--- config.mk ---
export PLATFORM = sky130hd
export DESIGN_NAME = mvt_merge
export DESIGN_NICKNAME = d
export VERILOG_FILES = /design/src/mvt_pkg.sv /design/src/mvt_merge.sv
export SDC_FILE = /design/constraint.sdc
export NUM_CORES = 1
export LEC_CHECK = 0
export BUFFER_PORTS_ARGS = -buffer_cell sky130_fd_sc_hd__buf_2
export CAP_MARGIN = 20
export CORE_MARGIN = 8
export CORE_UTILIZATION = 41
export CTS_CLUSTER_SIZE = 14
export DETAILED_ROUTE_END_ITERATION = 8
export GPL_ROUTABILITY_DRIVEN = 0
export HOLD_SLACK_MARGIN = 0.03
export PLACE_DENSITY = 0.79
export SYNTH_ARGS = -nofsm -noshare
export SYNTH_HDL_FRONTEND = slang
export SYNTH_SLANG_ARGS = --single-unit
--- constraint.sdc ---
create_clock -name clk -period 4.8 [get_ports clk]
set_input_delay 0.48 -clock clk [delete_from_list [all_inputs] [get_ports clk]]
set_output_delay 0.48 -clock clk [all_outputs]
set_load 0.1 [all_outputs]
--- src/mvt_pkg.sv ---
// shared types and constants for the 4x4 matrix-vector transform unit
// no dependencies; imported by every module of the block
`timescale 1ns / 1ps
`default_nettype none

package mvt_pkg;

  localparam int DATA_W    = 32;
  localparam int FRAC_BITS = 16;
  localparam int NUM_LANES = 4;
  localparam int NUM_COEF  = NUM_LANES * NUM_LANES;
  localparam int IDX_W     = $clog2(NUM_COEF);
  localparam int PROD_W    = 2 * DATA_W;
  localparam int SUM_W     = PROD_W + $clog2(NUM_LANES);

  localparam logic signed [DATA_W-1:0] COEF_ONE = DATA_W'(64'sd1 << FRAC_BITS);
  localparam logic signed [DATA_W-1:0] SAT_MAX  = {1'b0, {(DATA_W-1){1'b1}}};
  localparam logic signed [DATA_W-1:0] SAT_MIN  = {1'b1, {(DATA_W-1){1'b0}}};

  typedef enum logic [1:0] {
    REQ_LOAD = 2'd0,
    REQ_COL  = 2'd1,
    REQ_ROW  = 2'd2
  } req_t;

  typedef struct packed {
    logic s1_en;
    logic s2_en;
  } pipe_ctrl_t;

  typedef struct packed {
    logic signed [DATA_W-1:0] value;
    logic                     sat;
  } lane_res_t;

  // reset value of one coefficient: identity matrix
  function automatic logic signed [DATA_W-1:0] coef_reset(input int idx);
    logic signed [DATA_W-1:0] val;
    val = ((idx % (NUM_LANES + 1)) == 0) ? COEF_ONE : '0;
    return val;
  endfunction

endpackage

`default_nettype wire

--- src/mvt_merge.sv ---
// merging stage: gathers the lane results and the clip flags into the output register
// depends on mvt_pkg
`timescale 1ns / 1ps
`default_nettype none

module mvt_merge (
  input  wire                               clk,
  input  wire                               rst_n,
  input  wire                               in_valid,
  input  mvt_pkg::lane_res_t                lane_res [mvt_pkg::NUM_LANES],
  output logic                              in_ready,
  output logic                              out_valid,
  input  wire                               out_stall,
  output logic signed [mvt_pkg::DATA_W-1:0] out_x,
  output logic signed [mvt_pkg::DATA_W-1:0] out_y,
  output logic signed [mvt_pkg::DATA_W-1:0] out_z,
  output logic signed [mvt_pkg::DATA_W-1:0] out_w,
  output logic                              out_saturated
);
  import mvt_pkg::*;

  logic                     valid_r;
  logic                     valid_nxt;
  logic signed [DATA_W-1:0] val_r [NUM_LANES];
  logic                     sat_r;
  logic                     sat_nxt;

  assign in_ready = !valid_r || !out_stall;

  always_comb begin
    sat_nxt = 1'b0;
    for (int i = 0; i < NUM_LANES; i++) begin
      sat_nxt = sat_nxt | lane_res[i].sat;
    end
    valid_nxt = in_ready ? in_valid : valid_r;
  end

  always_ff @(posedge clk) begin
    if (!rst_n) begin
      valid_r <= 1'b0;
    end else begin
      valid_r <= valid_nxt;
    end
  end

  always_ff @(posedge clk) begin
    if (in_ready && in_valid) begin
      for (int i = 0; i < NUM_LANES; i++) begin
        val_r[i] <= lane_res[i].value;
      end
      sat_r <= sat_nxt;
    end
  end

  assign out_valid     = valid_r;
  assign out_x         = val_r[0];
  assign out_y         = val_r[1];
  assign out_z         = val_r[2];
  assign out_w         = val_r[3];
  assign out_saturated = sat_r;

endmodule

`default_nettype wire

# Word level (Yosys, flattened, before mapping)
# Memories as Yosys holds them, arrays and structs flattened.
# Index checks and enable logic that the tools add are counted.
[word_totals] output_inout_bits=131 in_bits=136 reg_bits=2 word_cells=12 n_memories=1 ram_bits=128
[classes] n_bitwise=3 reduce_logical=4 muxes=2
[memory_table] name="val_r" depth=4 word_bits=32 read_ports=4 rd_clocked_by_memory_dff=0 write_ports=4 line_no="mvt_merge.sv:24" rtl="logic signed [DATA_W-1:0] val_r [NUM_LANES];"
[op_table] cell="$or A1 B1 Y1" n=3
[op_table] cell="$logic_not A1 Y1" n=2
[op_table] cell="$mux W1" n=2
[op_table] cell="$logic_and A1 B1 Y1" n=1
[op_table] cell="$logic_or A1 B1 Y1" n=1

# Logic depth before layout (Yosys ltp)
# Gate-level depths: netlist (run 1).
[logic_depth] depth_word=5 depth_mapped=2

# Worst setup path after synthesis (run 1)
# No wires, ideal clock.
[synth_path] path_kind="register to register" from="register valid_r, in the netlist out_valid" to="register sat_r, in the netlist out_saturated, enable pin" n_path_buf=0 t_arrival_ns=4.567 t_required_ns=4.297 slack_ns=-0.270 path_stages_with_launch=3 path_cell_list="dfxtp_1 > nand2_1 > and2_1"
[synth_via] elab_chain_cells=3
[synth_rtl] element="start: declaration" line_no="mvt_merge.sv:22" rtl="logic valid_r;"
[synth_rtl] element="start signal: assignment" line_no="mvt_merge.sv:42" rtl="valid_r <= valid_nxt;"
[synth_rtl] element="$logic_not A1 Y1" line_no="mvt_merge.sv:28" rtl="assign in_ready = !valid_r || !out_stall;"
[synth_rtl] element="$logic_or A1 B1 Y1" line_no="mvt_merge.sv:28"
[synth_rtl] element="named net in_ready" line_no="mvt_merge.sv:11" rtl="output logic in_ready,"
[synth_rtl] element="$logic_and A1 B1 Y1" line_no="mvt_merge.sv:47" rtl="if (in_ready && in_valid) begin"
[synth_rtl] element="end signal: assignment" line_no="mvt_merge.sv:51" rtl="sat_r <= sat_nxt;"
[synth_rtl] element="end: declaration" line_no="mvt_merge.sv:25" rtl="logic sat_r;"
# The timed path passes the listed nets, and every way through them passes these cells.
# A chain may end at the register's enable or synchronous reset.

==> run summary, run 1 <==
Via count: 2,446
Crit path from: out_valid
Most frequent cells in the layout: buf_2 (266), edfxtp_1 (129), clkbuf_16 (16)
Number of max-cap violations: 0
LEAKAGE: 2.63 nW
Worst path arrival time: 2040 ps
WL per Instance: 18.6 µm
Final setup violation count: 0
Area growth from synthesis to layout: 55.4%
Max Clk Rate: 529 MHz
Post-CTS Setup Bufs: 0
Post-synthesis cell count: 135
Syn Area/Cell: 29.1 µm²
Final setup TNS: 0 ps
Gr usage total: 0.157
Grt total ovfl: 0
Final hold vios: 0
Adder-Cell Fraction of Synth Area: 0
Share of layout cells above drive strength 1: 0.684
Slew of the pin with the lowest slew margin: 833 ps
TritonRoute pass-1 iters: 4
Final core occ: 0.657
Worst vdd ir: 0.319 mV
Nets: 557
Routed WL: 10,500 µm
Hold Crit Start: lane_res[35]
Resize count post-CTS: 0
# rows: 35
Commonest non-fill, non-tap cell in the layout: buf_2
Chip Height: 114 µm
Net Sw Frac: 0.296
Sequential share of power: 0.401
Yosys cell types: 7
Core area: 9280 µm²
Post-route clock period utilization: 0.394
WP data required: 4950 ps
Post-Synth XOR/XNOR Area: 0
Hold Crit Class: in2reg
Die area: 13,000 µm²
Number of antenna violations at the first check in global routing: 2
CTS sink count: 130
Hold Buf Count CTS: 0
Compound-Gate Fraction of Synth Area: 0.00128
Fin. max-slew vios: 0
Initial Utilization: 0.423
Cell Int Power: 2.36 mW
RSZ-0062 raised after global routing: no
Critical Path Fanout Max: 65
Tmin final: 1890 ps
Ports: 267
Clk_skew: 12.2 ps
Ys Warns: 0
P_sw: 0.992 mW
Post-synthesis sequential area ratio: 0.993
Worst Setup Path Type: reg2reg
Power Density: 550 nW/µm²
Multiplexer share of the synthesized area: 0
Largest family of logic cells by synthesized area: simple AND/OR/NAND/NOR gates
Root Driver: clkbuf_8
CTS HTree Levels: 4
Total Power: 3.36 mW
Global-route wire length before repair: 15,000 µm
Num CTS Buffers: 17
Synth Area in Simple Gates: 0.00606
Crit start category: flip-flop
Largest net degree at the start of global routing: 66
Status: complete, no violations
Die width: 114 µm
Clock power frac: 0.417
First-iteration detailed-routing DRC count: 65
Setup crit end kind: flip-flop
CTS tree: yes
Post-DRT Antenna Nets: 0
Comb power frac: 0.182
#FFs+latches synth: 130
Clock Latency Late Sink: 490 ps
Post-route DRC violation count: 0
Max Buffers Root-to-Sink: 2
Worst slew margin: 0.445
Reg-to-Reg Start: out_valid
Port buffer count: 266
Number of global-route vias before repair: 2,731
Synth Cell Area: 3920 µm²
Syn_nets: 271
Clk slew on worst S/H paths: 60 ps
DR vias/cell: 4.34
synthesized netlist by cell type:
library cell  number  area [µm²]
or4_1              1        7.51
nand2_1            1        3.75
nor2b_1            1        6.26
edfxtp_1         129        3870
a21oi_1            1        5.00
dfxtp_1            1        20.0
and2_1             1        6.26
area by class of cell:
| class | instances | area, µm² |
|---|---|---|
| Clock buffer | 20 | 425 |
| Antenna cell | 1 | 2.50 |
| Multi-Input combinational cell | 5 | 31.3 |
| Fill cell | 719 | 3190 |
| Timing Repair Buffer | 267 | 1350 |
| Tap cell | 129 | 161 |
| Sequential cell | 130 | 3890 |
| Clock inverter | 12 | 230 |
cell families after synthesis:
group / count (synthesis)
and+or+nand+nor: 4
AOI/OAI and AO/OA: 1
DFF: 130
sequential cells by signal (all words and copies together) (netlist names):
signal and count:
out_saturated 1, out_valid 1, val_r 128
worst max-delay path, stage by stage, from the launching register on:
cell and delay, ps:
dfxtp_1 320, nand2_1 80, and2_4 670, buf_12 390
final timing paths:
check	end	slack [ps]	depth (start not counted)
setup / recovery	val_r[1][20]	2910	3
hold / removal	val_r[2][1]	160	1
setup reg to reg	val_r[1][20]	2910	3
hold reg to reg	out_valid	540	2
through the flow:
stage                     hold WS (ps)  setup slack, ps  instance area [µm²]  cells
final                              162             2910                 6100    564
after global routing               128             2810                 6100    564
after CTS                          135             2900                 6090    563
after detailed placement           539             2640                 5440    531
after global placement             511             2690                 5440    531
after floorplan                    579             1120                 3920    135
layer usage:
metal / vias up / global-route usage / part of all wire
met5: - / 0 / 0.0012
met4: 2 / 0.0701 / 0.015
met3: 12 / 0.0983 / 0.14
met2: 162 / 0.283 / 0.52
met1: 1145 / 0.133 / 0.32
li1: 1125 / - / -
power groups by stage:
stage | Sequential, mW | Combinational, mW | Clock (mW)
floorplan | 1.83 | 0.0236 | 0
global placement | 1.36 | 0.611 | 0
detailed placement | 1.37 | 0.617 | 0
CTS | 1.35 | 0.617 | 1.43
global route | 1.35 | 0.626 | 1.47
finish | 1.34 | 0.612 | 1.40
(Power assumes the default switching activity.)
==> run 2: changes to the inputs <==
--- a/config.mk
+++ b/config.mk
@@ -8,12 +8,12 @@
 export BUFFER_PORTS_ARGS = -buffer_cell sky130_fd_sc_hd__buf_2
 export CAP_MARGIN = 20
 export CORE_MARGIN = 8
-export CORE_UTILIZATION = 41
+export CORE_UTILIZATION = 37
 export CTS_CLUSTER_SIZE = 14
 export DETAILED_ROUTE_END_ITERATION = 8
 export GPL_ROUTABILITY_DRIVEN = 0
 export HOLD_SLACK_MARGIN = 0.03
-export PLACE_DENSITY = 0.79
+export PLACE_DENSITY = 0.76
 export SYNTH_ARGS = -nofsm -noshare
 export SYNTH_HDL_FRONTEND = slang
 export SYNTH_SLANG_ARGS = --single-unit
==> constraint.sdc (replaced) <==
create_clock -name clk -period 1.7 [get_ports clk]
set_input_delay 0.17 -clock clk [delete_from_list [all_inputs] [get_ports clk]]
set_output_delay 0.17 -clock clk [all_outputs]
set_load 0.1 [all_outputs]
==> run 2 against run 1 <==
  * The run now fails in clock tree synthesis (4_1_cts)
  * Synthesized area is the same
  * Synthesized cell count is the same
==> run summary, run 2 <==
Status: did not finish
Stopped at: clock tree synthesis (4_1_cts)
Error msg: [ERROR RSZ-0060] Max buffer count reached.
Post-CTS Setup Bufs: 0
Syn_nets: 271
Syn Area/Cell: 29.1 µm²
# rows: 37
Ports: 267
Initial Utilization: 0.380
Post-synthesis sequential area ratio: 0.993
Most used DFF post-synth: edfxtp_1
Synth async-reset ratio: 0
Root Driver: clkbuf_8
Resize count post-CTS: 0
Final HPWL DP: 8250 µm
#FFs+latches synth: 130
Area contributors post-synth: edfxtp_1 (99%), dfxtp_1 (0.51%), or4_1 (0.19%)
Port buffer count: 266
Post-synth EDFFs: 129
Chip Height: 119 µm
Leading area contributor after synthesis: edfxtp_1
Post-synthesis cell count: 135
Max Buffers Root-to-Sink: 2
CTS HTree Levels: 4
Num CTS Buffers: 17
Hold Buf Count CTS: 114
Top-count cell post-synth: edfxtp_1
CTS sink count: 130
Ys Warns: 0
Die width: 119 µm
Synth Cell Area: 3920 µm²
Yosys cell types: 7
Synth top area share: 0.988
==> run 2: cell counts after synthesis <==
No cell type changed its count.
==> run 2: kinds of logic after synthesis <==
kind of cell	synth area share
AOI/OAI and AO/OA	0.00127
DFF	0.993
and+or+nand+nor	0.00606
==> run 2: per-stage QoR <==
| step | worst slack (ps) | std cells | cell area (µm²) |
|---|---|---|---|
| after floorplan | -380 | 135 | 3950 |
| after global placement | 364 | 539 | 5490 |
| after detailed placement | 335 | 539 | 5490 |
==> run 3: changes to the inputs <==
--- a/config.mk
+++ b/config.mk
@@ -8,12 +8,10 @@
 export BUFFER_PORTS_ARGS = -buffer_cell sky130_fd_sc_hd__buf_2
 export CAP_MARGIN = 20
 export CORE_MARGIN = 8
-export CORE_UTILIZATION = 37
-export CTS_CLUSTER_SIZE = 14
+export CORE_UTILIZATION = 40
 export DETAILED_ROUTE_END_ITERATION = 8
 export GPL_ROUTABILITY_DRIVEN = 0
-export HOLD_SLACK_MARGIN = 0.03
-export PLACE_DENSITY = 0.76
+export PLACE_DENSITY_LB_ADDON = 0.15
 export SYNTH_ARGS = -nofsm -noshare
 export SYNTH_HDL_FRONTEND = slang
 export SYNTH_SLANG_ARGS = --single-unit
==> constraint.sdc (replaced) <==
create_clock -name clk -period 2.21 [get_ports clk]
set_input_delay 0.221 -clock clk [delete_from_list [all_inputs] [get_ports clk]]
set_output_delay 0.221 -clock clk [all_outputs]
set_load 0.1 [all_outputs]
==> run 3 against run 2 <==
  * The run again fails in clock tree synthesis (4_1_cts)
  * Synthesized cell count unchanged
  * Synthesized area stayed put
==> run summary, run 3 <==
Status: did not finish
Stopped at: clock tree synthesis (4_1_cts)
Error msg: [ERROR RSZ-0060] Max buffer count reached.
Die width: 115 µm
Synth top area share: 0.988
Yosys cell types: 7
Leading area contributor after synthesis: edfxtp_1
Post-synthesis cell count: 135
CTS sink count: 130
Post-synthesis sequential area ratio: 0.993
Syn_nets: 271
Area contributors post-synth: edfxtp_1 (99%), dfxtp_1 (0.51%), or4_1 (0.19%)
CTS HTree Levels: 4
Initial Utilization: 0.407
Resize count post-CTS: 0
Ys Warns: 0
Num CTS Buffers: 17
Synth Cell Area: 3920 µm²
Post-CTS Setup Bufs: 0
Port buffer count: 266
Top-count cell post-synth: edfxtp_1
Hold Buf Count CTS: 114
Most used DFF post-synth: edfxtp_1
Chip Height: 115 µm
#FFs+latches synth: 130
Ports: 267
Max Buffers Root-to-Sink: 2
Root Driver: clkbuf_8
Post-synth EDFFs: 129
Synth async-reset ratio: 0
# rows: 36
Syn Area/Cell: 29.1 µm²
## run 3: cell counts after synthesis
Identical to the previous run, type by type.
## run 3: logic make-up after synthesis
logic type,share of synthesized area
and+or+nand+nor,0.00606
AOI/OAI and AO/OA,0.00127
DFF,0.993
## run 3: stage by stage
step                instance area, µm²  instances  setup WS [ps]  hold WS, ps  utilization
detailed placement                5480        536            885          399        0.569
global placement                  5480        536            899          397        0.569
floorplan                         3940        135           36.0          320            -
